`src/design/lpma_pkg.sv`:
```
// Package for the light percentage moving average unit.
// Holds field widths, fixed-point constants, the sequencer control word types
// and the sequencer program. No dependencies.
package lpma_pkg;

	localparam int ADC_W   = 12;
	localparam int LEVEL_W = 15;
	localparam int PROD_W  = ADC_W + LEVEL_W;
	localparam int STEP_W  = 3;
	localparam int CNT_W   = 4;

	localparam logic [ADC_W-1:0]   ADC_FULL     = {ADC_W{1'b1}};
	localparam logic [LEVEL_W-1:0] PERCENT_FULL = LEVEL_W'(25600);
	localparam logic [CNT_W-1:0]   DIV_LAST     = CNT_W'(LEVEL_W - 1);

	// Datapath operation selected by one control word.
	typedef enum logic [2:0] {
		OP_NOP,
		OP_TAKE,
		OP_MUL,
		OP_STORE,
		OP_DINIT,
		OP_DSTEP,
		OP_FINISH
	} op_t;

	// Jump condition: when true the sequencer goes to the target step,
	// otherwise to the following one.
	typedef enum logic [2:0] {
		C_NEXT,
		C_ALWAYS,
		C_NO_REQ,
		C_NOT_OK,
		C_DIV_MORE,
		C_OUT_BUSY
	} cond_t;

	typedef struct packed {
		op_t               op;
		cond_t             cond;
		logic [STEP_W-1:0] target;
	} ctrl_t;

	typedef struct packed {
		logic req;
		logic ok;
		logic div_more;
		logic out_busy;
	} status_t;

	localparam logic [STEP_W-1:0] S_WAIT   = 3'd0;
	localparam logic [STEP_W-1:0] S_MUL    = 3'd1;
	localparam logic [STEP_W-1:0] S_STORE  = 3'd2;
	localparam logic [STEP_W-1:0] S_DINIT  = 3'd3;
	localparam logic [STEP_W-1:0] S_DSTEP  = 3'd4;
	localparam logic [STEP_W-1:0] S_FINISH = 3'd5;
	localparam logic [STEP_W-1:0] S_RET    = 3'd6;

	// The program ROM. Unused addresses fall back to the wait step.
	function automatic ctrl_t prog_word(input logic [STEP_W-1:0] step);
		ctrl_t w;
		begin
			unique case (step)
				S_WAIT:   w = '{op: OP_TAKE,   cond: C_NO_REQ,   target: S_WAIT};
				S_MUL:    w = '{op: OP_MUL,    cond: C_NOT_OK,   target: S_FINISH};
				S_STORE:  w = '{op: OP_STORE,  cond: C_NEXT,     target: S_WAIT};
				S_DINIT:  w = '{op: OP_DINIT,  cond: C_NEXT,     target: S_WAIT};
				S_DSTEP:  w = '{op: OP_DSTEP,  cond: C_DIV_MORE, target: S_DSTEP};
				S_FINISH: w = '{op: OP_FINISH, cond: C_OUT_BUSY, target: S_FINISH};
				S_RET:    w = '{op: OP_NOP,    cond: C_ALWAYS,   target: S_WAIT};
				default:  w = '{op: OP_NOP,    cond: C_ALWAYS,   target: S_WAIT};
			endcase
			return w;
		end
	endfunction

endpackage

```
`src/design/light_percent_moving_average_unit.sv`:
```
// A good sample runs the multiply, store, divide-init, 15-step divide of the mean
// and finish steps; a failed read goes from multiply straight to finish. The next
// request is only taken back in the wait step; a result waiting in the output
// register keeps the sequencer in its finish step and so holds off the next request.
// Reset (arst_n, asynchronous, active low) clears the sequencer, the fill count,
// write position, running sum, last level and the scale register at once.
module light_percent_moving_average_unit import lpma_pkg::*; #(
	parameter int WINDOW_DEPTH = 8
) (
	input  logic               clk,
	input  logic               arst_n,
	input  logic               cfg_write_en,
	input  logic               cfg_write_data,
	input  logic               in_valid,
	output logic               in_ready,
	input  logic [ADC_W-1:0]   adc_sample,
	input  logic               sample_ok,
	output logic               out_valid,
	input  logic               out_ready,
	output logic [LEVEL_W-1:0] light_level
);

	// Ring pointer, fill count and running sum widths follow the window depth.
	// The running sum holds at most WINDOW_DEPTH full-scale entries.
	localparam int POS_W  = (WINDOW_DEPTH > 1) ? $clog2(WINDOW_DEPTH) : 1;
	localparam int FILL_W = $clog2(WINDOW_DEPTH + 1);
	localparam int SUM_W  = $clog2(WINDOW_DEPTH * 25600 + 1);

	ctrl_t   ctrl;
	status_t status;

	logic                invert_q;
	logic [ADC_W-1:0]    adc_q;
	logic                ok_q;
	logic [PROD_W-1:0]   prod_q;
	logic [POS_W-1:0]    wpos_q;
	logic [FILL_W-1:0]   fill_q;
	logic [SUM_W-1:0]    sum_q;
	logic [LEVEL_W-1:0]  rd_q;
	logic [FILL_W-1:0]   rem_q;
	logic [LEVEL_W-1:0]  quo_q;
	logic [CNT_W-1:0]    cnt_q;
	logic [LEVEL_W-1:0]  last_q;
	logic                out_valid_q;
	logic [LEVEL_W-1:0]  level_q;

	logic [LEVEL_W-1:0]  store_mem [WINDOW_DEPTH];

	logic                accept;
	logic                full;
	logic                out_busy;
	logic                store_en;
	logic [ADC_W-1:0]    num;
	logic [LEVEL_W-1:0]  scaled;
	logic [SUM_W-1:0]    old_entry;
	logic [FILL_W:0]     trial;
	logic                quo_bit;

	lpma_seq u_seq (
		.clk    (clk),
		.arst_n (arst_n),
		.status (status),
		.ctrl   (ctrl)
	);

	// The sequencer only accepts a request in its wait step.
	assign in_ready = (ctrl.op == OP_TAKE);
	assign accept   = in_valid && in_ready;
	assign out_busy = out_valid_q && !out_ready;
	assign full     = (fill_q == FILL_W'(WINDOW_DEPTH));
	assign store_en = (ctrl.op == OP_STORE);

	assign status = '{req: accept, ok: ok_q, div_more: (cnt_q != '0), out_busy: out_busy};

	assign out_valid   = out_valid_q;
	assign light_level = level_q;

	// Falling scale uses 4095 - reading, which is the bitwise complement for 12 bits.
	assign num = invert_q ? adc_q : (ADC_FULL - adc_q);

	// Division of the product by 4095 = 4096 - 1. Writing t = q0*4096 + lo gives
	// t = q0*4095 + (lo + q0); the remainder is folded once more, after which a
	// single compare corrects the last unit. The result never exceeds 25600, but
	// it is clamped anyway so the store can only ever hold a legal level.
	function automatic logic [LEVEL_W-1:0] div_full_scale(input logic [PROD_W-1:0] t);
		logic [LEVEL_W-1:0] q0;
		logic [LEVEL_W:0]   r0;
		logic [3:0]         q1;
		logic [ADC_W:0]     r1;
		logic [LEVEL_W:0]   q;
		begin
			q0 = t[PROD_W-1:ADC_W];
			r0 = (LEVEL_W + 1)'(t[ADC_W-1:0]) + (LEVEL_W + 1)'(q0);
			q1 = r0[ADC_W+3:ADC_W];
			r1 = (ADC_W + 1)'(r0[ADC_W-1:0]) + (ADC_W + 1)'(q1);
			q  = (LEVEL_W + 1)'(q0) + (LEVEL_W + 1)'(q1)
			   + (LEVEL_W + 1)'(r1 >= (ADC_W + 1)'(ADC_FULL));
			if (q > (LEVEL_W + 1)'(PERCENT_FULL)) begin
				q = (LEVEL_W + 1)'(PERCENT_FULL);
			end
			return q[LEVEL_W-1:0];
		end
	endfunction

	assign scaled = div_full_scale(prod_q);

	// The entry being overwritten leaves the running sum only once the ring is
	// full; before that the slot at the write position was never counted.
	assign old_entry = full ? SUM_W'(rd_q) : '0;

	// Restoring divide step: shift the next dividend bit into the remainder.
	assign trial   = {rem_q, quo_q[LEVEL_W-1]};
	assign quo_bit = (trial >= (FILL_W + 1)'(fill_q));

	always_ff @(posedge clk or negedge arst_n) begin
		if (!arst_n) begin
			invert_q <= 1'b0;
		end else if (cfg_write_en) begin
			invert_q <= cfg_write_data;
		end
	end

	// Ring store. Only entries below the fill count are ever summed, and those
	// have all been written, so the store needs no clearing.
	always_ff @(posedge clk) begin
		if (store_en) begin
			store_mem[wpos_q] <= scaled;
		end
		rd_q <= store_mem[wpos_q];
	end

	// Payload registers of the datapath.
	always_ff @(posedge clk) begin
		if (accept) begin
			adc_q <= adc_sample;
		end
		if (ctrl.op == OP_MUL) begin
			prod_q <= PROD_W'(num) * PROD_W'(PERCENT_FULL);
		end
		if (ctrl.op == OP_DINIT) begin
			// The mean fits in LEVEL_W bits, so the bits above them are already
			// smaller than the divisor and start as the remainder.
			rem_q <= FILL_W'(sum_q >> LEVEL_W);
			quo_q <= sum_q[LEVEL_W-1:0];
		end else if (ctrl.op == OP_DSTEP) begin
			rem_q <= quo_bit ? FILL_W'(trial - (FILL_W + 1)'(fill_q)) : trial[FILL_W-1:0];
			quo_q <= {quo_q[LEVEL_W-2:0], quo_bit};
		end
	end

	always_ff @(posedge clk or negedge arst_n) begin
		if (!arst_n) begin
			ok_q        <= 1'b0;
			wpos_q      <= '0;
			fill_q      <= '0;
			sum_q       <= '0;
			cnt_q       <= '0;
			last_q      <= '0;
			out_valid_q <= 1'b0;
			level_q     <= '0;
		end else begin
			if (accept) begin
				ok_q <= sample_ok;
			end
			if (store_en) begin
				sum_q <= sum_q - old_entry + SUM_W'(scaled);
				if (wpos_q == POS_W'(WINDOW_DEPTH - 1)) begin
					wpos_q <= '0;
				end else begin
					wpos_q <= wpos_q + POS_W'(1);
				end
				if (!full) begin
					fill_q <= fill_q + FILL_W'(1);
				end
			end
			if (ctrl.op == OP_DINIT) begin
				cnt_q <= DIV_LAST;
			end else if (ctrl.op == OP_DSTEP && cnt_q != '0) begin
				cnt_q <= cnt_q - CNT_W'(1);
			end
			// A failed read repeats the last level; a good one publishes the mean.
			if (ctrl.op == OP_FINISH && !out_busy) begin
				out_valid_q <= 1'b1;
				level_q     <= ok_q ? quo_q : last_q;
				if (ok_q) begin
					last_q <= quo_q;
				end
			end else if (out_ready) begin
				out_valid_q <= 1'b0;
			end
		end
	end

`ifndef SYNTHESIS
	a_fill_bound: assert property (@(posedge clk) disable iff (!arst_n)
		fill_q <= FILL_W'(WINDOW_DEPTH))
		else $error("fill count exceeds window depth");

	a_wpos_bound: assert property (@(posedge clk) disable iff (!arst_n)
		wpos_q <= POS_W'(WINDOW_DEPTH - 1))
		else $error("write position outside the ring");

	a_fill_only_on_store: assert property (@(posedge clk) disable iff (!arst_n)
		!store_en |=> $stable(fill_q) && $stable(sum_q))
		else $error("ring state changed without a stored sample");

	a_level_range: assert property (@(posedge clk) disable iff (!arst_n)
		out_valid_q |-> level_q <= PERCENT_FULL)
		else $error("light level above full scale");

	a_no_accept_busy: assert property (@(posedge clk) disable iff (!arst_n)
		ctrl.op == OP_DSTEP |-> !in_ready && fill_q != '0)
		else $error("divide running without a filled sample or while ready");
`endif

endmodule

```
`src/design/lpma_seq.sv`:
```
// Microcode sequencer of the light percentage moving average unit.
// Step counter, program ROM and jump logic; depends on lpma_pkg.
module lpma_seq import lpma_pkg::*; (
	input  logic    clk,
	input  logic    arst_n,
	input  status_t status,
	output ctrl_t   ctrl
);

	logic [STEP_W-1:0] step_q;
	logic              jump;

	assign ctrl = prog_word(step_q);

	always_comb begin
		unique case (ctrl.cond)
			C_NEXT:     jump = 1'b0;
			C_ALWAYS:   jump = 1'b1;
			C_NO_REQ:   jump = !status.req;
			C_NOT_OK:   jump = !status.ok;
			C_DIV_MORE: jump = status.div_more;
			C_OUT_BUSY: jump = status.out_busy;
			default:    jump = 1'b1;
		endcase
	end

	always_ff @(posedge clk or negedge arst_n) begin
		if (!arst_n) begin
			step_q <= S_WAIT;
		end else if (jump) begin
			step_q <= ctrl.target;
		end else begin
			step_q <= step_q + STEP_W'(1);
		end
	end

endmodule

```
`config.mk`:
```
export PLATFORM = sky130hd
export DESIGN_NAME = light_percent_moving_average_unit
export DESIGN_NICKNAME = d
export VERILOG_FILES = /design/src/design/lpma_pkg.sv /design/src/design/light_percent_moving_average_unit.sv /design/src/design/lpma_seq.sv
export SDC_FILE = /design/constraint.sdc
export NUM_CORES = 1
export LEC_CHECK = 0
export BUFFER_PORTS_ARGS = -buffer_cell sky130_fd_sc_hd__buf_2
export CAP_MARGIN = 20
export CORE_MARGIN = 5
export CORE_UTILIZATION = 55
export DETAILED_ROUTE_END_ITERATION = 16
export PLACE_DENSITY_LB_ADDON = 0.2
export RECOVER_POWER = 100
export SYNTH_ARGS = -nofsm -noshare
export SYNTH_HDL_FRONTEND = slang
export SYNTH_HIERARCHICAL = 1
export SYNTH_SLANG_ARGS = --single-unit
```
`constraint.sdc`:
```
create_clock -name clk -period 9.8 [get_ports clk]
set_input_delay 2.94 -clock clk [delete_from_list [all_inputs] [get_ports clk]]
set_output_delay 2.94 -clock clk [all_outputs]
set_load 0.1 [all_outputs]
```
==> results.sh <==
export IMPL_die_x_um=160
export IMPL_path_max_fanout=18
export IMPL_cts_resized=0
export IMPL_antenna_cells=0
export IMPL_rsz0062_at_grt="false"
export IMPL_cts_tree="done"
export IMPL_slew_violations=81
export IMPL_syn_mean_instance_area_um2=12.3
export IMPL_grt_use_total_pct=19.1
export IMPL_dp_hpwl_mm=17.1
export IMPL_syn2layout_area_growth_pct=10.2
export IMPL_worst_slew_pin_slew_ps=2750
export IMPL_yosysWarnings=6
export IMPL_via_count=7591
export IMPL_routed_wl_mm=24.2
export IMPL_setup_tns_ps=0
export IMPL_cts_root_buf="clkbuf_16"
export IMPL_drive_gt1_share_pct=10.9
export IMPL_core_um2=22000
export IMPL_grt_first_pass_wirelength_mm=39.6
export IMPL_fin_crit_ps=7990
export IMPL_cts_buffers=25
export IMPL_route_detailed_drc=0
export IMPL_worst_setup_path_type="register to register"
export IMPL_die_area_um2=25600
export IMPL_hold_slack_ps=460
export IMPL_nets=1172
export IMPL_hold_viol=0
export IMPL_worst_path_max_delay_cell="or4b_2"
export IMPL_finClkSkew_ps=11.8
export IMPL_clock_latency_ps=530
export IMPL_fin_crit_sh_pct=81.6
export IMPL_cts_setup_buffers=0
export IMPL_cts_hold_buffers=0
export IMPL_fmax_mhz=125
export IMPL_netlist_area_um2=12400
export IMPL_startpoint_type="register"
export IMPL_ant_nets=0
export IMPL_first_iter_violations=465
export IMPL_start_util_pct=56.3
export IMPL_drtPass1Iterations=5
export IMPL_multiInputGateArea_um2=5250
export IMPL_seq_area_um2=6590
export IMPL_violations="capacitance limit, slew limit"
export IMPL_slowest_delay_ps=640
export IMPL_h_tree_depth=1
export IMPL_max_cap_viol_count=3
export IMPL_cp_end_kind="register"
export IMPL_critPathBufInv=2
export IMPL_clk_pin_slew_ps=60
export IMPL_slew_limit_headroom_pct=-83.0
export IMPL_worstPathRequired_ps=10160
export IMPL_gp_congestion=0.900
export IMPL_arrival_ps=8350
export IMPL_synth_cells=1006
export IMPL_port_buffers=35
export IMPL_viasPerCell=5.64
export IMPL_finalSetupViolCount=0
export IMPL_crit_path_frequent_cell="fa_1"
export IMPL_syn_num_nets=1130
export IMPL_fillers=1705
export IMPL_die_h_um=160
export IMPL_cp_top_family="adder cells"
export IMPL_antenna_found_initial=0
export IMPL_grt_max_degree=51
export IMPL_wl_per_cell_um=17.9
export IMPL_gr_total_overflow=0
export IMPL_cts_buffer_depth=3
export IMPL_grt_pass1_vias=7520
export IMPL_status="finished, violations left"
export IMPL_cts_sinks=233
export IMPL_rows=54
export IMPL_hp_class="register to register"
export IMPL_ios=36
flip-flops by register name (all words and copies together) (netlist names):
register,flops
prod_q,17
cnt_q,4
invert_q,1
sum_q,18
ok_q,1
adc_q,12
wpos_q,3
quo_q,15
store_mem,120
rd_q,15
rem_q,4
u_seq/step_q,3
fill_q,4
light_level,15
out_valid,1
final cells by class:
class	instances	share of cell area (%)
clock buffers	35	5.33
clock inverters	11	0.910
inverters	96	2.65
multi-input cells	642	38.6
flip-flops and latches	233	48.4
well taps	280	2.57
repair buffers	50	1.60
final timing paths:
check,startpoint,end,slack [ps],cells after the start
hold reg to reg,rem_q[3]$_SDFFE_PP0P_,rem_q[3]$_SDFFE_PP0P_,460,2
setup reg to reg,prod_q[22]$_DFFE_PN_,sum_q[14]$_DFFE_PN0P_,1810,29
setup / recovery,prod_q[22]$_DFFE_PN_,sum_q[14]$_DFFE_PN0P_,1810,29
min in group asynchronous,arst_n,fill_q[3]$_DFFE_PN0P_,3370,2
hold / removal,rem_q[3]$_SDFFE_PP0P_,rem_q[3]$_SDFFE_PP0P_,460,2
max in group asynchronous,arst_n,sum_q[4]$_DFFE_PN0P_,4860,2
cells in the final DEF (no fill, tap or decap), types with 22 or more instances in the layout:
cell type	n
edfxtp_1	167
fa_1	27
clkbuf_16	27
inv_1	95
dfrtp_1	50
clkbuf_1	36
nand2_1	79
ha_1	78
o21ai_0	55
nor2_1	46
nand2b_1	22
xor2_1	22
mux2_2	28
xnor2_1	43
a21oi_1	40
layer usage:
metal  up-vias  track usage [%]  share of wire [%]
li1       3660                -                  -
met1      3770             25.8                 44
met2       128             33.0                 51
met3        33             2.47                3.5
met4         0             4.81                2.1
met5         -                0                  0
worst min-delay path, delay by kind of cell (launching register included):
kind | cells | cell delay [ps]
AOI/OAI and AO/OA | 1 | 60
buffers and inverters | 1 | 50
DFF | 1 | 310
stage by stage:
step	utilization [%]	setup slack (ps)	instances	instance area (um2)
after detailed placement	58.6	1900	1300	12900
after global routing	62.0	1130	1347	13600
after floorplan	-	2490	1006	12400
after CTS	62.4	1890	1346	13700
after global placement	58.6	2160	1300	12900
final	62.0	1810	1347	13600
Power is not shown: default switching activity piles up to over one toggle a cycle in this logic, so the estimate is an artifact.
